$ cat src/sv/olist_pkg.sv
// Shared types and codes of the ordered list engine.
package olist_pkg;

  typedef enum logic [1:0] {
    OP_INS_END   = 2'd0,
    OP_INS_FRONT = 2'd1,
    OP_DELETE    = 2'd2,
    OP_DUMP      = 2'd3
  } olist_op_t;

  typedef enum logic [1:0] {
    ST_OK        = 2'd0,
    ST_NOT_FOUND = 2'd1,
    ST_EMPTY     = 2'd2,
    ST_FULL      = 2'd3
  } olist_status_t;

  // Commands from the controller to the datapath.
  typedef struct packed {
    logic          latch_in;
    logic          rd_en;
    logic          rd_next;
    logic          wr_tail;
    logic          wr_front;
    logic          wr_shift;
    logic          occ_inc;
    logic          occ_dec;
    logic          head_dec;
    logic          idx_clr;
    logic          idx_inc;
    logic          out_load;
    logic          out_dump;
    olist_status_t out_status;
  } olist_cmd_t;

  // Status from the datapath to the controller.
  typedef struct packed {
    olist_op_t op;
    logic      full;
    logic      empty;
    logic      match;
    logic      idx_last;
    logic      idx_penult;
    logic      out_free;
  } olist_sts_t;

endpackage

$ cat src/sv/olist_ctrl.sv
// Controller state machine of the ordered list engine.
module olist_ctrl (
  input  logic                   clk,
  input  logic                   rst_n,
  input  logic                   in_tvalid,
  output logic                   in_tready,
  input  olist_pkg::olist_sts_t  sts,
  output olist_pkg::olist_cmd_t  cmd
);

  typedef enum logic [8:0] {
    S_IDLE     = 9'b000000001,
    S_DISPATCH = 9'b000000010,
    S_SCAN_RD  = 9'b000000100,
    S_SCAN_CMP = 9'b000001000,
    S_SH_RD    = 9'b000010000,
    S_SH_WR    = 9'b000100000,
    S_RESP     = 9'b001000000,
    S_DUMP_RD  = 9'b010000000,
    S_DUMP_OUT = 9'b100000000
  } state_t;

  state_t                    state_r, state_nxt;
  olist_pkg::olist_status_t  resp_r, resp_nxt;

  assign in_tready = (state_r == S_IDLE);

  always_comb begin
    state_nxt      = state_r;
    resp_nxt       = resp_r;
    cmd            = '0;
    cmd.out_status = olist_pkg::ST_OK;
    unique case (state_r)
      S_IDLE: begin
        if (in_tvalid) begin
          cmd.latch_in = 1'b1;
          state_nxt    = S_DISPATCH;
        end
      end
      S_DISPATCH: begin
        cmd.idx_clr = 1'b1;
        state_nxt   = S_RESP;
        unique case (sts.op) inside
          olist_pkg::OP_INS_END, olist_pkg::OP_INS_FRONT: begin
            if (sts.full) begin
              resp_nxt = olist_pkg::ST_FULL;
            end else begin
              resp_nxt    = olist_pkg::ST_OK;
              cmd.occ_inc = 1'b1;
              if (sts.op == olist_pkg::OP_INS_END) begin
                cmd.wr_tail = 1'b1;
              end else begin
                cmd.wr_front = 1'b1;
                cmd.head_dec = 1'b1;
              end
            end
          end
          olist_pkg::OP_DELETE: begin
            if (sts.empty) begin
              resp_nxt = olist_pkg::ST_EMPTY;
            end else begin
              state_nxt = S_SCAN_RD;
            end
          end
          default: begin
            if (sts.empty) begin
              resp_nxt = olist_pkg::ST_EMPTY;
            end else begin
              state_nxt = S_DUMP_RD;
            end
          end
        endcase
      end
      S_SCAN_RD: begin
        cmd.rd_en = 1'b1;
        state_nxt = S_SCAN_CMP;
      end
      S_SCAN_CMP: begin
        if (sts.match) begin
          if (sts.idx_last) begin
            cmd.occ_dec = 1'b1;
            resp_nxt    = olist_pkg::ST_OK;
            state_nxt   = S_RESP;
          end else begin
            state_nxt = S_SH_RD;
          end
        end else if (sts.idx_last) begin
          resp_nxt  = olist_pkg::ST_NOT_FOUND;
          state_nxt = S_RESP;
        end else begin
          cmd.idx_inc = 1'b1;
          state_nxt   = S_SCAN_RD;
        end
      end
      S_SH_RD: begin
        cmd.rd_en   = 1'b1;
        cmd.rd_next = 1'b1;
        state_nxt   = S_SH_WR;
      end
      S_SH_WR: begin
        cmd.wr_shift = 1'b1;
        cmd.idx_inc  = 1'b1;
        if (sts.idx_penult) begin
          cmd.occ_dec = 1'b1;
          resp_nxt    = olist_pkg::ST_OK;
          state_nxt   = S_RESP;
        end else begin
          state_nxt = S_SH_RD;
        end
      end
      S_RESP: begin
        if (sts.out_free) begin
          cmd.out_load   = 1'b1;
          cmd.out_status = resp_r;
          state_nxt      = S_IDLE;
        end
      end
      S_DUMP_RD: begin
        cmd.rd_en = 1'b1;
        state_nxt = S_DUMP_OUT;
      end
      S_DUMP_OUT: begin
        if (sts.out_free) begin
          cmd.out_load = 1'b1;
          cmd.out_dump = 1'b1;
          cmd.idx_inc  = 1'b1;
          state_nxt    = sts.idx_last ? S_IDLE : S_DUMP_RD;
        end
      end
      default: begin
        state_nxt = S_IDLE;
      end
    endcase
  end

  always_ff @(posedge clk) begin
    if (!rst_n) begin
      state_r <= S_IDLE;
      resp_r  <= olist_pkg::ST_OK;
    end else begin
      state_r <= state_nxt;
      resp_r  <= resp_nxt;
    end
  end

endmodule

$ cat src/sv/olist_dp.sv
// Datapath of the ordered list engine: entry memory, ring pointers and result register.
module olist_dp #(
  parameter int DEPTH = 16
) (
  input  logic                   clk,
  input  logic                   rst_n,
  input  logic [1:0]             in_tuser,
  input  logic [31:0]            in_tdata,
  output logic                   out_tvalid,
  input  logic                   out_tready,
  output logic [31:0]            out_tdata,
  output logic [1:0]             out_tuser,
  output logic                   out_tlast,
  input  olist_pkg::olist_cmd_t  cmd,
  output olist_pkg::olist_sts_t  sts
);

  localparam int IDX_W = (DEPTH > 1) ? $clog2(DEPTH) : 1;
  localparam int CNT_W = $clog2(DEPTH + 1);
  localparam int SUM_W = IDX_W + 1;

  logic [31:0]              mem [DEPTH];
  logic [31:0]              rd_data_r;
  logic [31:0]              value_r;
  olist_pkg::olist_op_t     op_r;
  logic [IDX_W-1:0]         head_r, head_nxt;
  logic [CNT_W-1:0]         occ_r, occ_nxt;
  logic [IDX_W-1:0]         idx_r, idx_nxt;
  logic                     out_valid_r;
  olist_pkg::olist_status_t out_status_r;
  logic [31:0]              out_elem_r;
  logic                     out_last_r;

  logic [IDX_W-1:0]         head_dec_val;
  logic [IDX_W-1:0]         rd_addr;
  logic [IDX_W-1:0]         wr_addr;
  logic [31:0]              wr_data;
  logic                     wr_en;

  // Head plus an offset, folded back into the ring by one subtract.
  function automatic logic [IDX_W-1:0] ring_pos(input logic [IDX_W-1:0] base,
                                                input logic [SUM_W-1:0] off);
    logic [SUM_W-1:0] s;
    s = SUM_W'(base) + off;
    if (s >= SUM_W'(DEPTH)) s = s - SUM_W'(DEPTH);
    return s[IDX_W-1:0];
  endfunction

  assign head_dec_val = (head_r == '0) ? IDX_W'(DEPTH - 1) : head_r - IDX_W'(1);

  assign rd_addr = ring_pos(head_r, SUM_W'(idx_r) + (cmd.rd_next ? SUM_W'(1) : SUM_W'(0)));

  always_comb begin
    wr_en   = cmd.wr_tail | cmd.wr_front | cmd.wr_shift;
    wr_data = value_r;
    wr_addr = ring_pos(head_r, SUM_W'(idx_r));
    if (cmd.wr_tail) begin
      wr_addr = ring_pos(head_r, SUM_W'(occ_r));
    end else if (cmd.wr_front) begin
      wr_addr = head_dec_val;
    end else begin
      wr_data = rd_data_r;
    end
  end

  always_ff @(posedge clk) begin
    if (wr_en) begin
      mem[wr_addr] <= wr_data;
    end
    if (cmd.rd_en) begin
      rd_data_r <= mem[rd_addr];
    end
  end

  always_ff @(posedge clk) begin
    if (cmd.latch_in) begin
      op_r    <= olist_pkg::olist_op_t'(in_tuser);
      value_r <= in_tdata;
    end
  end

  always_comb begin
    head_nxt = head_r;
    occ_nxt  = occ_r;
    idx_nxt  = idx_r;
    if (cmd.head_dec) head_nxt = head_dec_val;
    if (cmd.occ_inc)  occ_nxt  = occ_r + CNT_W'(1);
    if (cmd.occ_dec)  occ_nxt  = occ_r - CNT_W'(1);
    if (cmd.idx_clr)  idx_nxt  = '0;
    if (cmd.idx_inc)  idx_nxt  = idx_r + IDX_W'(1);
  end

  always_ff @(posedge clk) begin
    if (!rst_n) begin
      head_r <= '0;
      occ_r  <= '0;
    end else begin
      head_r <= head_nxt;
      occ_r  <= occ_nxt;
    end
    idx_r <= idx_nxt;
  end

  always_comb begin
    sts.op         = op_r;
    sts.full       = (occ_r == CNT_W'(DEPTH));
    sts.empty      = (occ_r == '0);
    sts.match      = (rd_data_r == value_r);
    sts.idx_last   = (SUM_W'(idx_r) + SUM_W'(1) == SUM_W'(occ_r));
    sts.idx_penult = (SUM_W'(idx_r) + SUM_W'(2) == SUM_W'(occ_r));
    sts.out_free   = !out_valid_r || out_tready;
  end

  always_ff @(posedge clk) begin
    if (!rst_n) begin
      out_valid_r <= 1'b0;
    end else if (cmd.out_load) begin
      out_valid_r <= 1'b1;
    end else if (out_tready) begin
      out_valid_r <= 1'b0;
    end
    if (cmd.out_load) begin
      out_status_r <= cmd.out_status;
      out_elem_r   <= cmd.out_dump ? rd_data_r : 32'd0;
      out_last_r   <= cmd.out_dump ? sts.idx_last : 1'b1;
    end
  end

  assign out_tvalid = out_valid_r;
  assign out_tdata  = out_elem_r;
  assign out_tuser  = out_status_r;
  assign out_tlast  = out_last_r;

endmodule

$ cat src/sv/ordered_list_engine.sv
// Top level of the ordered list engine: a double-ended list kept as a ring in memory.
//
// Commands arrive on the in_ stream: in_tuser carries the operation (insert at the
// tail, insert at the head, delete the first entry equal to a value, dump the list)
// and in_tdata the signed 32-bit value. Results leave on the out_ stream: out_tuser
// carries the status, out_tdata the element (zero unless dumping) and out_tlast
// marks the final result of a command.
// A command is taken only while the controller is idle; one command is worked on at
// a time, but a new command may be taken while the last result still waits in the
// output register. An insert, or any command on an empty list, goes from dispatch
// straight to the result state. A dump reads each element through the registered
// memory port before it is presented. A delete reads and compares entries up to the
// match, then moves each later entry one place towards the head to close the gap.
// Reset empties the list at once (head and count cleared); no clearing pass is run.
// When the receiver stalls, the result is held in the output register and the
// controller waits before loading the next one, so nothing is lost.
module ordered_list_engine #(
  parameter int DEPTH = 16
) (
  input  logic        clk,
  input  logic        rst_n,
  input  logic        in_tvalid,
  output logic        in_tready,
  input  logic [31:0] in_tdata,   // [31:0] value
  input  logic [1:0]  in_tuser,   // [1:0] cmd
  output logic        out_tvalid,
  input  logic        out_tready,
  output logic [31:0] out_tdata,  // [31:0] element
  output logic [1:0]  out_tuser,  // [1:0] status
  output logic        out_tlast
);

  olist_pkg::olist_cmd_t cmd;
  olist_pkg::olist_sts_t sts;

  // The controller sequences each command; the datapath holds the list and the result.
  olist_ctrl u_ctrl (
    .clk       (clk),
    .rst_n     (rst_n),
    .in_tvalid (in_tvalid),
    .in_tready (in_tready),
    .sts       (sts),
    .cmd       (cmd)
  );

  olist_dp #(
    .DEPTH (DEPTH)
  ) u_dp (
    .clk        (clk),
    .rst_n      (rst_n),
    .in_tuser   (in_tuser),
    .in_tdata   (in_tdata),
    .out_tvalid (out_tvalid),
    .out_tready (out_tready),
    .out_tdata  (out_tdata),
    .out_tuser  (out_tuser),
    .out_tlast  (out_tlast),
    .cmd        (cmd),
    .sts        (sts)
  );

  // A result is never loaded over one that the receiver has not yet taken.
  a_no_overwrite: assert property (@(posedge clk) disable iff (!rst_n)
    cmd.out_load |-> sts.out_free)
    else $error("result register overwritten before transfer");

  // The input is latched exactly on a transfer.
  a_latch_on_transfer: assert property (@(posedge clk) disable iff (!rst_n)
    cmd.latch_in == (in_tvalid && in_tready))
    else $error("input latched outside a transfer");

  // No insert is written into a full list.
  a_no_insert_full: assert property (@(posedge clk) disable iff (!rst_n)
    (cmd.wr_tail || cmd.wr_front) |-> !sts.full)
    else $error("insert written into a full list");

  // At most one memory write source is active.
  a_one_writer: assert property (@(posedge clk) disable iff (!rst_n)
    $countones({cmd.wr_tail, cmd.wr_front, cmd.wr_shift}) <= 1)
    else $error("conflicting memory writes");

  // The count is only lowered while the list holds entries.
  a_no_underflow: assert property (@(posedge clk) disable iff (!rst_n)
    cmd.occ_dec |-> !sts.empty)
    else $error("occupancy decremented on an empty list");

endmodule
$ cat config.mk
export PLATFORM = sky130hd
export DESIGN_NAME = ordered_list_engine
export DESIGN_NICKNAME = d
export VERILOG_FILES = /design/src/sv/olist_pkg.sv /design/src/sv/olist_ctrl.sv /design/src/sv/olist_dp.sv /design/src/sv/ordered_list_engine.sv
export SDC_FILE = /design/constraint.sdc
export NUM_CORES = 1
export LEC_CHECK = 0
export ABC_AREA = 1
export BUFFER_PORTS_ARGS = -buffer_cell sky130_fd_sc_hd__buf_2
export CAP_MARGIN = 20
export CORE_ASPECT_RATIO = 0.8
export CORE_MARGIN = 5
export CORE_UTILIZATION = 40
export CTS_CLUSTER_SIZE = 40
export DETAILED_ROUTE_END_ITERATION = 8
export HOLD_SLACK_MARGIN = 0.06
export SLEW_MARGIN = 25
export SYNTH_ARGS = -nofsm -noshare
export SYNTH_HDL_FRONTEND = slang
export SYNTH_SLANG_ARGS = --single-unit
$ cat constraint.sdc
create_clock -name clk -period 4.5 [get_ports clk]
set_clock_uncertainty 0.2 [all_clocks]
set_input_delay 0.675 -clock clk [delete_from_list [all_inputs] [get_ports clk]]
set_output_delay 0.675 -clock clk [all_outputs]
set_load 0.01 [all_outputs]
Yosys cells after proc, flatten, opt, wreduce, memory -nomap -nowiden
Memories as Yosys holds them, arrays and structs flattened. A register that Yosys moved wholly into a read port is not among the register bits.
Index checks and enable logic that the tools add are counted.
{"block": "word_totals", "latch_bits": 0, "ff_bits": 94, "wordCells": 129, "memories": 1, "inputBits": 38, "rom_bits": 0, "ramBits": 512}
{"memory": "u_dp.mem", "words": 16, "width": 32, "read_ports": 1, "rd_ports_with_merged_regs": 1, "write_ports": 1, "line_no": "olist_dp.sv:22", "text": "logic [31:0] mem [DEPTH];"}
{"block": "classes", "mul": 0, "n_addsub": 13, "n_bitwise": 2, "n_mux": 64, "n_reduce_logical": 14, "n_eq_ne": 21, "magnitude_cmp": 3, "n_div": 0, "shifts": 0}
{"op": "$pmux 9 s9", "count": 1}
{"op": "$mux 32", "count": 2}
{"op": "$mux 7", "count": 5}
{"op": "$eq 32x32->1", "count": 1}
{"op": "$mux 4", "count": 8}
{"op": "$mux 9", "count": 3}
{"op": "$mux 1", "count": 24}
{"op": "$mux 2", "count": 11}
{"op": "$pmux 9 s2", "count": 1}
{"op": "$mux 8", "count": 2}
{"op": "$sub 4x1->4 const B", "count": 4}
{"op": "$add 4x5->5", "count": 3}
{"op": "$ge 5x5->1 const B", "count": 3}
{"op": "$eq 5x5->1", "count": 2}
{"op": "$mux 5", "count": 2}
{"op": "$eq 9x1->1 const B", "count": 1}
{"op": "$eq 9x2->1 const B", "count": 1}
{"op": "$eq 9x3->1 const B", "count": 1}
{"op": "$eq 9x4->1 const B", "count": 1}
{"op": "$eq 9x5->1 const B", "count": 1}
{"op": "$eq 9x6->1 const B", "count": 1}
{"op": "$eq 9x7->1 const B", "count": 1}
{"op": "$eq 9x8->1 const B", "count": 1}
{"op": "$eq 9x9->1 const B", "count": 1}
{"op": "other kinds (29)", "count": 36}

Longest topological paths before layout
Gate-level depths: netlist of run 1.
{"block": "logic_depth", "ltp_word": 9, "ltp_mapped": 18, "depth_no_buf": 18}

Cells and area by module
Synthesis of run 1 repeated with hierarchy kept, for this count alone.
{"block": "hier_totals", "hier_cells": 2108, "area_unflattened_um2": 26441.6}
{"module": "olist_dp", "n_inst": 1, "area_each_um2": 25600.8, "cells_each": 1972}
{"module": "olist_ctrl", "n_inst": 1, "area_each_um2": 840.8, "cells_each": 136}

Worst setup path after synthesis of run 1
No wires, ideal clock.
{"block": "synth_path", "path_kind": "register to register", "from": "reg u_dp.idx_r[0]", "to": "mem u_dp.mem[10][0], enable pin", "synth_period_minus_slack_ps": 3681, "t_arrival_ps": 3060, "n_path_buf": 0, "path_stages_with_launch": 9, "setup_time_ps": 421, "slack_ps": 819, "cell_sequence": "edfxtp_1 -> ha_1 -> fa_1 -> xor2_1 -> o31ai_1 -> nand3_1 -> o21ai_1 -> nand2_1 -> nor2_1"}
{"block": "synth_via", "elab_chain_cells": 5}
{"element": "from (decl)", "line_no": "olist_dp.sv:28", "text": "logic [IDX_W-1:0] idx_r, idx_nxt;"}
{"element": "from (signal assigned)", "line_no": "olist_dp.sv:101", "text": "idx_r <= idx_nxt;"}
{"element": "$add 4x4->5 *", "line_no": "olist_dp.sv:44", "text": "s = SUM_W'(base) + off;"}
{"element": "$sub 4x1->4 / $ge 5x5->1 (equally long branches)", "line_no": "olist_dp.sv:45", "text": "if (s >= SUM_W'(DEPTH)) s = s - SUM_W'(DEPTH);"}
{"element": "$mux 4 *", "line_no": "olist_dp.sv:45"}
{"element": "$mux 4 *", "line_no": "olist_dp.sv:59", "text": "end else if (cmd.wr_front) begin"}
{"element": "$mux 4 *", "line_no": "olist_dp.sv:57", "text": "if (cmd.wr_tail) begin"}
{"element": "to (decl)", "line_no": "olist_dp.sv:22"}
Mark *: on every way between the ends. The rest lies on a longest branch, timed or not.

Worst setup path after layout of run 1
{"block": "layout_path", "from": "reg u_ctrl.state_r[0]", "to": "reg u_dp.rd_data_r[8], read port of u_dp.mem (data pin)"}
{"block": "layout_via", "elab_chain_cells": 7}
{"element": "from (decl)", "line_no": "olist_ctrl.sv:23", "text": "state_t state_r, state_nxt;"}
{"element": "from (signal assigned)", "line_no": "olist_ctrl.sv:141", "text": "state_r <= state_nxt;"}
{"element": "$eq 9x5->1", "line_no": "olist_ctrl.sv:33", "text": "unique case (state_r)"}
{"element": "$mux 1", "line_no": "olist_ctrl.sv:33"}
{"element": "$mux 1", "line_no": "olist_dp.sv:51", "text": "assign rd_addr = ring_pos(head_r, SUM_W'(idx_r) + (cmd.rd_next ? SUM_W'(1) : SUM_W'(0)));"}
{"element": "$add 4x5->5", "line_no": "olist_dp.sv:51"}
{"element": "$add 4x5->5", "line_no": "olist_dp.sv:44"}
{"element": "$sub 4x1->4 / $ge 5x5->1 (equally long branches)", "line_no": "olist_dp.sv:45"}
{"element": "$mux 4", "line_no": "olist_dp.sv:45"}
{"element": "to (decl)", "line_no": "olist_dp.sv:23", "text": "logic [31:0] rd_data_r;"}
Parallel ways exist; a longest one is shown, timed or not.
A chain may end at the register's enable or synchronous reset.

==> results of run 1 <==
-- synth_stat cells, types with 7 or more instances --
| master | instances |
|---|---|
| sky130_fd_sc_hd__dfxtp_1 | 21 |
| sky130_fd_sc_hd__edfxtp_1 | 617 |
| sky130_fd_sc_hd__nand3_1 | 42 |
| sky130_fd_sc_hd__mux2i_1 | 128 |
| sky130_fd_sc_hd__inv_1 | 248 |
| sky130_fd_sc_hd__clkbuf_1 | 67 |
| sky130_fd_sc_hd__nor2_1 | 154 |
| sky130_fd_sc_hd__nand2_1 | 210 |
| sky130_fd_sc_hd__o21ai_0 | 321 |
| sky130_fd_sc_hd__o21ai_1 | 8 |
| sky130_fd_sc_hd__buf_4 | 7 |
| sky130_fd_sc_hd__xor2_1 | 14 |
| sky130_fd_sc_hd__buf_2 | 24 |
| sky130_fd_sc_hd__a21oi_1 | 141 |
| sky130_fd_sc_hd__o211ai_1 | 28 |
| sky130_fd_sc_hd__o22ai_1 | 19 |
| sky130_fd_sc_hd__ha_1 | 13 |
-- path summary, 6_finish.rpt --
path | start | endpoint | slack (ns)
setup / recovery | u_ctrl.state_r[0] | u_dp.rd_data_r[8] | 0.47
hold / removal | rst_n | u_ctrl.state_r[0] | 0.17
hold reg to reg | u_dp.head_r[3] | u_dp.head_r[3] | 0.35
setup reg to reg | u_ctrl.state_r[0] | u_dp.rd_data_r[8] | 0.47
-- stage by stage --
stage	cell area, µm²	hold WS (ns)
final	30800	0.167
after global routing	30800	0.152
after CTS	30800	0.141
after detailed placement	28500	0.351
after global placement	28500	0.343
after floorplan	26700	0.300
-- cell type report --
type                       count  share of cell area [%]
clock buffer                  79                    5.25
clock inverter                34                   0.830
inverter                     254                    3.11
multi-input combinational   1135                    21.2
sequential                   638                    61.6
tap                          860                    3.50
timing repair buffer         179                    4.53
-- layout by cell type, fill, tap and decap left out, types with 5 or more instances in the layout --
cell type,netlist,final
sky130_fd_sc_hd__clkbuf_16,0,61
sky130_fd_sc_hd__nand2_2,6,7
sky130_fd_sc_hd__nand3_1,42,41
sky130_fd_sc_hd__mux2i_1,128,128
sky130_fd_sc_hd__xor2_1,14,13
sky130_fd_sc_hd__dfxtp_1,21,21
sky130_fd_sc_hd__o22ai_1,19,19
sky130_fd_sc_hd__clkinv_2,1,16
sky130_fd_sc_hd__edfxtp_1,617,617
sky130_fd_sc_hd__ha_1,13,13
sky130_fd_sc_hd__a21oi_1,141,141
sky130_fd_sc_hd__nor2_1,154,137
sky130_fd_sc_hd__o21ai_1,8,8
sky130_fd_sc_hd__o21ai_0,321,320
sky130_fd_sc_hd__nand2_1,210,208
sky130_fd_sc_hd__buf_4,7,59
sky130_fd_sc_hd__nand4_1,6,6
sky130_fd_sc_hd__o211ai_1,28,28
sky130_fd_sc_hd__clkbuf_1,67,16
sky130_fd_sc_hd__xnor2_1,6,5
sky130_fd_sc_hd__buf_12,0,12
sky130_fd_sc_hd__clkinv_1,2,11
sky130_fd_sc_hd__nor2_4,3,20
sky130_fd_sc_hd__buf_2,24,74
sky130_fd_sc_hd__nor3_1,6,6
sky130_fd_sc_hd__inv_1,248,247
sky130_fd_sc_hd__dlygate4sd3_1,0,34
-- registers in the layout, indices dropped and copies added (netlist names) --
signal and count:
u_ctrl.resp_r 2, u_ctrl.state_r 9, u_dp.head_r 4, u_dp.idx_r 4, u_dp.mem 512, u_dp.occ_r 5
u_dp.op_r 2, u_dp.out_tdata 32, u_dp.out_tlast 1, u_dp.out_tuser 2, u_dp.out_tvalid 1, u_dp.rd_data_r 32
u_dp.value_r 32
-- logic make-up after synthesis --
| family | Yosys count |
|---|---|
| mux | 128 |
| buf+inv | 357 |
| simple gates | 443 |
| xor+xnor | 20 |
| fa+ha+maj | 18 |
| flops | 638 |
| compound gates | 526 |
-- power groups by stage --
stage / combinational (mW) / sequential [mW] / clock [mW]
3_5_place_dp: 0.423 / 6.66 / 0
2_1_floorplan: 0.272 / 6.65 / 0
5_1_grt: 0.496 / 6.54 / 5.24
6_report: 0.444 / 6.54 / 4.88
3_3_place_gp: 0.415 / 6.66 / 0
4_1_cts: 0.448 / 6.54 / 4.99
-- critical path, stage by stage, from the launching register on --
cell and delay (ns):
sky130_fd_sc_hd__dfxtp_1 0.31, sky130_fd_sc_hd__inv_1 0.12, sky130_fd_sc_hd__nand2_1 0.09, sky130_fd_sc_hd__inv_1 0.07
sky130_fd_sc_hd__nand2_1 0.11, sky130_fd_sc_hd__nor2_1 0.15, sky130_fd_sc_hd__nand3_1 0.15, sky130_fd_sc_hd__inv_1 0.15
sky130_fd_sc_hd__fa_4 0.26, sky130_fd_sc_hd__inv_1 0.05, sky130_fd_sc_hd__fa_4 0.78, sky130_fd_sc_hd__buf_12 0.49
sky130_fd_sc_hd__a21oi_1 0.06, sky130_fd_sc_hd__o21ai_0 0.12, sky130_fd_sc_hd__o21ai_0 0.13, sky130_fd_sc_hd__o21ai_0 0.21
sky130_fd_sc_hd__o21ai_1 0.09
-- layer usage --
| metal | up-vias | share of wire [%] |
|---|---|---|
| met4 | 0 | 1.7 |
| met5 | - | 0 |
| met3 | 82 | 7.7 |
| met2 | 571 | 46 |
| li1 | 7831 | - |
| met1 | 8126 | 45 |
==> impl_summary.log, run 1 <==
[metrics] result of the run: finished, final reports clean
[metrics] cell type with the largest total area after synthesis: sky130_fd_sc_hd__edfxtp_1
[metrics] Worst VDD drop: 0.311 mV
[metrics] post-synthesis to final-layout area growth: 15.3%
[metrics] buffers inserted by post-CTS timing repair: 0
[metrics] multiplexer share of the synthesized area: 4.80%
[metrics] synthesis-stage register bit count: ~640
[metrics] dominant combinational cell family by area after synthesis: compound AO/OA/AOI/OAI gates
[metrics] number of iterations in the first detailed-routing pass: 5
[metrics] share of the core filled with cells: about 47%
[metrics] global-route wire length before repair: between 100,000 and 150,000 µm
[metrics] total half-perimeter wirelength after legalization and detailed placement: 35,700 µm
[metrics] fraction of the mapped netlist area in compound gates: approximately a tenth
[metrics] met1 usage: around a quarter
[metrics] antenna violations before repair: 1
[metrics] switching power: 2.51 mW
[metrics] Initial Util: approximately two fifths
[metrics] CTS tree: done
[metrics] worst setup path class: flop to flop
[metrics] floorplan core area: roughly 66,000 µm²
[metrics] Top Usage Layer GRT: met2
[metrics] buffers added on ports: between 70 and 80
[metrics] fill cell total of the finished layout: between 5,000 and 6,000
[metrics] met3 GRT Util: 3.35%
[metrics] slew of the pin with the lowest slew margin: roughly 0.94 ns
[metrics] M2 GR Usage: 29.9%
[metrics] Top Ports: between 70 and 80
[metrics] type of origin of the critical path: flop
[metrics] detailed-route via count: roughly 17,000
[metrics] Routability Congestion: between 0.8 and 0.9
[metrics] main area contributors after synthesis: sky130_fd_sc_hd__edfxtp_1 69%, sky130_fd_sc_hd__o21ai_0 6.0%, sky130_fd_sc_hd__mux2i_1 4.8%, sky130_fd_sc_hd__inv_1 3.5%, sky130_fd_sc_hd__nand2_1 3.0%
[metrics] Die Outline Area: 72,000 µm²
[metrics] Max Transition Viols Final: 0
[metrics] Data required, critical path: roughly 4.7 ns
[metrics] combined flip-flop and latch cell area: 18,900 µm²
[metrics] number of DRC markers after the initial detailed-route iteration: 1,572
[metrics] shortest period the worst path allows: between 4 and 5 ns
[metrics] period utilization: roughly 90%
[metrics] Hold Path Stages: 2
[metrics] worst setup slack after placement: between 0.6 and 0.7 ns
[metrics] width of the chip: approximately 300 µm
[metrics] pin count of the biggest net entering global routing: 129
[metrics] static leakage: ~11 nW
[metrics] cell count after placement: around 3,000
[metrics] DR DRC count: 0
[metrics] post-synthesis cell type count: 44
[metrics] worst-case clock buffer depth: 3
[metrics] Slew Limit Headroom: 37.4%
[metrics] Tightest Hold Check Type: input port to flop
[metrics] final net count: between 2,000 and 2,500
[metrics] multi-input logic area: 6530 µm²
[metrics] number of diodes: 0
[metrics] fraction of final layout cells sized beyond drive strength 1: 12.4%
[metrics] synthesized area per cell: approximately 13 µm²
[metrics] cell internal pwr: about 9.3 mW
[metrics] post-synthesis cell count: approximately 2,100
[metrics] routed vias/inst: 5.22
[metrics] Post-synth EDFFs: a little over 600
[metrics] row count: between 80 and 90
[metrics] Overall Global Routing Usage: 18.5%
[metrics] Avg WL per Cell: between 20 and 25 µm
[metrics] Primary FF master, synth: sky130_fd_sc_hd__edfxtp_1
[metrics] Hold Buf Count CTS: 34
[metrics] share of synthesized cell area in and, or, nand and nor gates: roughly 7.0%
[metrics] total number of yosys warnings: 0
[metrics] residual overflow from global routing: 0
[metrics] final setup fails: 0
[metrics] mapped cell area: about 27,000 µm²
[metrics] setup TNS: 0 ns
[metrics] part of the total power dissipated in sequential elements: 55.1%
[metrics] RSZ-0062 raised after global routing: false
[metrics] Max-Cap Viols: 0
[metrics] register clock-pin slew on the reported worst setup and hold paths: about 0.060 ns
[metrics] Chip Height: 241 µm
[metrics] sum of internal, switching and leakage power: between 10 and 15 mW
[metrics] Post-Route WL: 67,500 µm
[metrics] arrival time at the worst endpoint: roughly 4.2 ns
[metrics] clock insertion delay at the later pin of the skew report: between 0.6 and 0.7 ns
[metrics] power density of the placed cells: 385 nW/µm²
[metrics] clock network power share: between 40% and 50%
[metrics] Fmax achieved: between 200 and 250 MHz
[metrics] Critical Path Sink Type: flop
[metrics] sw frac: between 20% and 30%
[metrics] XOR/XNOR share of the synthesized area: less than 1%
[metrics] clk sink count: about 640
[metrics] ys async rst share: 0%
[metrics] number of cells in the finished layout apart from fillers: approximately 3,200
[metrics] Syn Nets: 2,186
[metrics] CTS root buf: sky130_fd_sc_hd__clkbuf_16
[metrics] total of cells resized after clock tree synthesis: 0
[metrics] final-report hold violation count: 0
[metrics] vias in the first global route: roughly 16,000
[metrics] adder-cell area share of the yosys netlist: 0.985%
[metrics] total clock buffers created by CTS: between 60 and 70
[metrics] fraction of the yosys area taken by sequential cells: 71.0%
[metrics] ANT nets after route: 0
[metrics] fraction of power consumed by combinational cells: roughly 3.7%
[metrics] crit path max fanout: approximately 130
[metrics] H-tree levels: 2
[metrics] Worst Setup Slack, final: 0.468 ns
[metrics] worst reg2reg path depth: 16
[metrics] Synth top area share: 69.4%
(Power assumes the default switching activity.)
==> run 2: changes to the inputs <==
Clock period 4.5 ns to 4.51 ns, I/O delays scaled along.
==> run 2 against run 1 <==
  * Design area rose by 1.5%
  * Sequential share of layout area fell by 0.93 points
  * Clock power rose by 13%
  * Worst hold slack improved by 0.023 ns
  * Via count barely moved
  * Register-to-register slack improved by 0.05 ns
  * Worst setup slack improved by 0.051 ns
  * Fmax rose by 1.0%
  * Critical path depth rose by 1
  * Global-route usage fell by 0.054 points
  * Sequential power barely moved
==> impl_summary.log, run 2 (same netlist as run 1, synthesis figures left out) <==
[metrics] result of the run: finished, final reports clean
[metrics] number of flip-flops under the largest register name: 512 (unchanged)
[metrics] buffers inserted by post-CTS timing repair: 0 (unchanged)
[metrics] type of origin of the critical path: flop
[metrics] number of DRC markers after the initial detailed-route iteration: 1,696 (+7.9%)
[metrics] share of the core filled with cells: 47.4% (+0.72 points)
[metrics] cell count after placement: 3,033 (+0.033%)
[metrics] buffers added on ports: 74 (unchanged)
[metrics] cell at the slowest stage of the critical path: sky130_fd_sc_hd__fa_4
[metrics] fill cell total of the finished layout: 5,716 (-1.4%)
[metrics] global-route wire length before repair: 100,000 µm (-0.83%)
[metrics] slew of the pin with the lowest slew margin: 0.983 ns (+0.0463 ns)
[metrics] Post-Route WL: 67,000 µm (-0.64%)
[metrics] crit path cell chain: inv_1, nand2_1, inv_1, nand2_1, nor2_1, nand3_1, inv_1, fa_4, inv_1, fa_4, buf_12, buf_12, a21oi_1, o21ai_0, o21ai_0, o21ai_0, o21ai_0
[metrics] combined flip-flop and latch cell area: 18,900 µm² (unchanged)
[metrics] clk sink count: 638 (unchanged)
[metrics] width of the chip: 299 µm (unchanged)
[metrics] crit path max fanout: 41 (-68%)
[metrics] number of cells in the finished layout apart from fillers: 3,183 (+0.13%)
[metrics] Slew Limit Headroom: 34.1% (-3.4 points)
[metrics] Critical Path Sink Type: flop
[metrics] ANT nets after route: 0 (unchanged)
[metrics] Overall Global Routing Usage: 18.4% (-0.054 points)
[metrics] total of cells resized after clock tree synthesis: 0 (unchanged)
[metrics] total half-perimeter wirelength after legalization and detailed placement: 35,400 µm (-0.75%)
[metrics] sum of internal, switching and leakage power: 12.5 mW (+5.2%)
[metrics] CTS tree: done
[metrics] post-synthesis to final-layout area growth: 17.1%
[metrics] Max Transition Viols Final: 0 (unchanged)
[metrics] worst setup path class: flop to flop
[metrics] floorplan core area: 65,900 µm² (unchanged)
[metrics] Worst Setup Slack, final: 0.518 ns (+0.0506 ns)
[metrics] antenna violations before repair: 1 (unchanged)
[metrics] total clock buffers created by CTS: 67 (+9.8%)
[metrics] Die Outline Area: 72,000 µm² (unchanged)
[metrics] row count: 84 (unchanged)
[metrics] shortest period the worst path allows: 3.99 ns (-0.0406 ns)
[metrics] number of iterations in the first detailed-routing pass: 5 (unchanged)
[metrics] CTS root buf: sky130_fd_sc_hd__clkbuf_16
[metrics] Chip Height: 241 µm (unchanged)
[metrics] multi-input logic area: 6520 µm² (-0.13%)
[metrics] vias in the first global route: 16,300 (+2.0%)
[metrics] Top Ports: 75 (unchanged)
[metrics] most frequent cells in the layout: 617 x sky130_fd_sc_hd__edfxtp_1, 318 x sky130_fd_sc_hd__o21ai_0, 247 x sky130_fd_sc_hd__inv_1
[metrics] number of diodes: 0 (unchanged)
[metrics] static leakage: 11.4 nW (+1.7%)
[metrics] period utilization: 88.5% (-1.1 points)
[metrics] Routability Congestion: 0.817 (+0.47%)
[metrics] clock insertion delay at the later pin of the skew report: 0.62 ns (about the same)
[metrics] register clock-pin slew on the reported worst setup and hold paths: 0.06 ns (about the same)
[metrics] worst-case clock buffer depth: 3 (unchanged)
[metrics] detailed-route via count: 16,600 (-0.012%)
[metrics] most flop-heavy register: u_dp.mem
[metrics] setup TNS: 0 ns (unchanged)
[metrics] Initial Util: 40.5% (unchanged)
[metrics] routed vias/inst: 5.22 (-0.14%)
[metrics] Avg WL per Cell: 21.1 µm (-0.76%)
[metrics] residual overflow from global routing: 0 (unchanged)
[metrics] final net count: 2,332 (+0.30%)
[metrics] most common cell after layout, fill and taps aside: sky130_fd_sc_hd__edfxtp_1
[metrics] DR DRC count: 0 (unchanged)
[metrics] final-report hold violation count: 0 (unchanged)
[metrics] Data required, critical path: 4.64 ns (-0.02 ns)
[metrics] final setup fails: 0 (unchanged)
[metrics] arrival time at the worst endpoint: 4.12 ns (-0.07 ns)
[metrics] Hold Buf Count CTS: 34 (unchanged)
[metrics] Max-Cap Viols: 0 (unchanged)
[metrics] H-tree levels: 3 (+1)
[metrics] Tightest Hold Check Type: input port to flop
[metrics] max incr delay on CP: 0.94 ns (+0.16 ns)
[metrics] Worst VDD drop: 0.224 mV (-28%)
[metrics] fraction of final layout cells sized beyond drive strength 1: 12.7% (+0.37 points)
[metrics] power density of the placed cells: 399 nW/µm² (+3.6%)
[metrics] internal reg-to-reg setup slack: 0.52 ns (+0.05 ns)
[metrics] RSZ-0062 raised after global routing: false
[metrics] worst setup slack after placement: 0.590 ns (-0.0273 ns)
[metrics] Fmax achieved: 251 MHz (+1.0%)
[metrics] pin count of the biggest net entering global routing: 129 (unchanged)
## run 2: layout make-up
cell class,instances,area share (%)
flip-flops and latches,638,60.6
multi-input cells,1135,20.9
clock buffers,80,5.66
repair buffers,180,5.01
well taps,860,3.44
inverters,254,3.06
clock inverters,36,1.32
## run 2: worst paths after layout
| kind | from | end | depth (start not counted) |
|---|---|---|---|
| setup / recovery | u_ctrl.state_r[0] | u_dp.rd_data_r[6] | 17 |
| hold / removal | out_tready | u_ctrl.state_r[8] | 4 |
| setup reg to reg | u_ctrl.state_r[0] | u_dp.rd_data_r[6] | 17 |
| hold reg to reg | u_dp.head_r[2] | u_dp.head_r[2] | 2 |
## run 2: stage by stage
| step | instance area (µm²) | hold slack [ns] |
|---|---|---|
| 4_1_cts | 31200 | 0.164 |
| 2_1_floorplan | 26700 | 0.300 |
| 6_report | 31200 | 0.190 |
| 3_5_place_dp | 28700 | 0.347 |
| 5_1_grt | 31200 | 0.176 |
| 3_3_place_gp | 28700 | 0.341 |
## run 2: per-layer routing
| layer | vias up | GRT usage, % | wire, µm |
|---|---|---|---|
| met3 | 99 | 3.19 | 4170 |
| met1 | 8145 | 25.6 | 30100 |
| li1 | 7837 | - | - |
| met5 | - | 0 | 0 |
| met4 | 0 | 5.15 | 1430 |
| met2 | 527 | 30.3 | 31300 |
## run 2: worst max-delay path, delay by kind of cell, from the launching register on
kind / cells / cell delay, ns
flip-flops: 1 / 0.31
AND/OR/NAND/NOR: 4 / 0.48
AO/OA/AOI/OAI: 5 / 0.59
buffers and inverters: 6 / 0.92
adder cells (fa/ha/maj): 2 / 1.20
## run 2: report_power, final
part	internal, mW	switching [mW]
combinational	0.156	0.296
clock	3.26	2.24
sequential	6.48	0.0370
==> run 3: changes to the inputs <==
Settings changed: BUFFER_PORTS_ARGS -buffer_cell sky130_fd_sc_hd__buf_2 to -buffer_cell sky130_fd_sc_hd__buf_4.
==> run 3 against run 2 <==
  * Die area unchanged
  * First-iteration DRC count is 14% lower
  * Cell count about the same
  * Largest power group unchanged
  * Fmax up 0.62%
  * Highest routed layer unchanged
  * Sequential share of layout area is 0.10 points higher
  * Sequential cell count is the same
  * Clock-buffer cell count did not move
  * Via count down 0.10%
==> impl_summary.log, run 3 (same netlist as run 1, synthesis figures left out) <==
[metrics] Top Ports: 75 (unchanged)
[metrics] fraction of power consumed by combinational cells: 3.7% (about the same)
[metrics] hold path startpoint: rst_n
[metrics] Overall Global Routing Usage: 18.2% (-0.21 points)
[metrics] residual overflow from global routing: 0 (unchanged)
[metrics] arrival time at the worst endpoint: 4.11 ns (about the same)
[metrics] number of iterations in the first detailed-routing pass: 5 (unchanged)
[metrics] worst setup path class: flop to flop
[metrics] type of origin of the critical path: flop
[metrics] global-route wire length before repair: 98,900 µm (-1.1%)
[metrics] most flop-heavy register: u_dp.mem
[metrics] sw frac: 20.5% (-0.16 points)
[metrics] power density of the placed cells: 397 nW/µm² (-0.61%)
[metrics] number of diodes: 0 (unchanged)
[metrics] crit path cell chain: inv_1, nand2_1, inv_1, nand2_1, nor2_1, nand3_1, inv_1, fa_4, inv_1, fa_4, clkinv_2, buf_4, o21ai_0, o21ai_0, o21ai_1
[metrics] most common cell after layout, fill and taps aside: sky130_fd_sc_hd__edfxtp_1
[metrics] row count: 84 (unchanged)
[metrics] Chip Height: 241 µm (unchanged)
[metrics] fraction of final layout cells sized beyond drive strength 1: 12.4% (-0.33 points)
[metrics] Post-Route WL: 66,700 µm (-0.57%)
[metrics] Tightest Hold Check Type: input port to flop
[metrics] most frequent cells in the layout: 617 x sky130_fd_sc_hd__edfxtp_1, 319 x sky130_fd_sc_hd__o21ai_0, 247 x sky130_fd_sc_hd__inv_1
[metrics] final net count: 2,330 (-0.086%)
[metrics] number of cells in the finished layout apart from fillers: 3,180 (-0.094%)
[metrics] Initial Util: 40.5% (unchanged)
[metrics] clock network power share: 43.7% (-0.4 points)
[metrics] Setup crit start: u_ctrl.state_r[1]
[metrics] antenna violations before repair: 0 (-1)
[metrics] RSZ-0062 raised after global routing: false
[metrics] vias in the first global route: 15,900 (-2.5%)
[metrics] Max Transition Viols Final: 0 (unchanged)
[metrics] clock insertion delay at the later pin of the skew report: 0.61 ns (about the same)
[metrics] floorplan core area: 65,900 µm² (unchanged)
[metrics] cell count after placement: 3,032 (-0.033%)
[metrics] total non-filler cell area in the finished layout: 31,200 µm² (-0.17%)
[metrics] part of the total power dissipated in sequential elements: 52.6% (+0.3 points)
[metrics] Fmax achieved: 252 MHz (+0.62%)
[metrics] buffers added on ports: 74 (unchanged)
[metrics] Worst VDD drop: 0.238 mV (+6.2%)
[metrics] share of the core filled with cells: 47.3% (-0.082 points)
[metrics] H-tree levels: 3 (unchanged)
[metrics] Worst Hold Path EP: u_ctrl.state_r[0]
[metrics] crit path max fanout: 48 (+17%)
[metrics] buffers inserted by post-CTS timing repair: 0 (unchanged)
[metrics] post-synthesis to final-layout area growth: 16.9%
[metrics] combined flip-flop and latch cell area: 18,900 µm² (unchanged)
[metrics] switching power: 2.54 mW (-1.6%)
[metrics] clk sink count: 638 (unchanged)
[metrics] cell at the slowest stage of the critical path: sky130_fd_sc_hd__fa_4
[metrics] multi-input logic area: 6520 µm² (about the same)
[metrics] Hold Path Stages: 2 (-2)
[metrics] sum of internal, switching and leakage power: 12.4 mW (-0.78%)
[metrics] internal reg-to-reg setup slack: 0.54 ns (+0.02 ns)
[metrics] ANT nets after route: 0 (unchanged)
[metrics] CTS root buf: sky130_fd_sc_hd__clkbuf_16
[metrics] total half-perimeter wirelength after legalization and detailed placement: 35,100 µm (-0.77%)
[metrics] shortest period the worst path allows: 3.97 ns (-0.0246 ns)
[metrics] Max-Cap Viols: 0 (unchanged)
[metrics] width of the chip: 299 µm (unchanged)
[metrics] Die Outline Area: 72,000 µm² (unchanged)
[metrics] Placed Area: 28,700 µm² (about the same)
[metrics] Routability Congestion: 0.807 (-1.3%)
[metrics] number of DRC markers after the initial detailed-route iteration: 1,457 (-14%)
[metrics] Critical Path Sink Type: flop
[metrics] cell internal pwr: 9.85 mW (-0.58%)
[metrics] detailed-route via count: 16,600 (-0.10%)
[metrics] static leakage: 11.4 nW (+0.21%)
[metrics] worst reg2reg path depth: 15 (-2)
[metrics] beginning of the worst register-to-register path: u_ctrl.state_r[1]
[metrics] CTS tree: done
[metrics] worst-case clock buffer depth: 3 (unchanged)
[metrics] setup TNS: 0 ns (unchanged)
[metrics] routed vias/inst: 5.22 (about the same)
[metrics] final-report hold violation count: 0 (unchanged)
[metrics] library cell appearing most often on the critical path: sky130_fd_sc_hd__inv_1
[metrics] DR DRC count: 0 (unchanged)
[metrics] period utilization: 88.0% (-0.54 points)
[metrics] Avg WL per Cell: 21.0 µm (-0.47%)
[metrics] max incr delay on CP: 0.80 ns (-0.14 ns)
[metrics] number of flip-flops under the largest register name: 512 (unchanged)
[metrics] Slew Limit Headroom: 34.4% (+0.39 points)
[metrics] pin count of the biggest net entering global routing: 81 (-37%)
[metrics] final setup fails: 0 (unchanged)
[metrics] register clock-pin slew on the reported worst setup and hold paths: 0.06 ns (about the same)
[metrics] Critical path buffers and inverters: 6 (unchanged)
[metrics] total clock buffers created by CTS: 66 (-1.5%)
[metrics] Data required, critical path: 4.65 ns (about the same)
[metrics] slew of the pin with the lowest slew margin: 0.977 ns (-0.00581 ns)
[metrics] destination of the worst register-to-register timing path: u_dp.rd_data_r[28]
[metrics] CP delay by family, top: adder cells
[metrics] fill cell total of the finished layout: 5,720 (+0.070%)
[metrics] result of the run: finished, final reports clean
==> run 3: worst max path at each step <==
stage	cells after the start	slack (ns)	end
2_1_floorplan	8	0.83	u_dp.mem[10][0]
3_3_place_gp	13	0.73	u_dp.rd_data_r[23]
3_5_place_dp	15	0.63	u_dp.rd_data_r[23]
4_1_cts	15	0.56	u_dp.rd_data_r[28]
5_1_grt	15	0.28	u_dp.rd_data_r[28]
6_report	15	0.54	u_dp.rd_data_r[28]
==> run 3: repair_timing <==
action | 4_1_cts | 5_1_grt
setup endpoints to repair | 0 | 0
endpoints found under the hold margin | 34 | 0
hold buffers | 34 | 0
gates resized for setup | 0 | 0
==> run 3: metal layers <==
metal,part of all wire [%],track usage [%],routed length (µm)
met1,45,25.3,29900
met2,47,30.0,31100
met3,6.4,3.22,4240
met4,2.1,4.82,1400
met5,0,0,0
==> run 3: worst reg2reg max path, delay by kind of cell (launching register included) <==
family	cells	cell delay [ns]
compound gates	3	0.49
fa+ha+maj	2	1.24
buf+inv	6	0.96
flops	1	0.39
simple gates	4	0.41
==> run 3: per-stage QoR <==
stage / hold WS (ns) / setup WS (ns)
after floorplan: 0.300 / 0.829
after global placement: 0.335 / 0.727
after detailed placement: 0.328 / 0.633
after CTS: 0.116 / 0.557
after global routing: 0.141 / 0.284
final: 0.148 / 0.543
==> run 3: layout make-up <==
type	instances	share of cell area [%]
clock buffer	80	5.70
clock inverter	34	1.08
inverter	254	3.06
multi-input combinational	1135	20.9
sequential	638	60.8
tap	860	3.45
timing repair buffer	179	5.06
==> run 3: power by group through the flow <==
stage               registers (mW)  logic [mW]  clock network [mW]
finish                        6.52       0.459                5.41
global route                  6.52       0.509                5.75
CTS                           6.52       0.463                5.49
detailed placement            6.64       0.438                   0
global placement              6.64       0.428                   0
floorplan                     6.63       0.271                   0
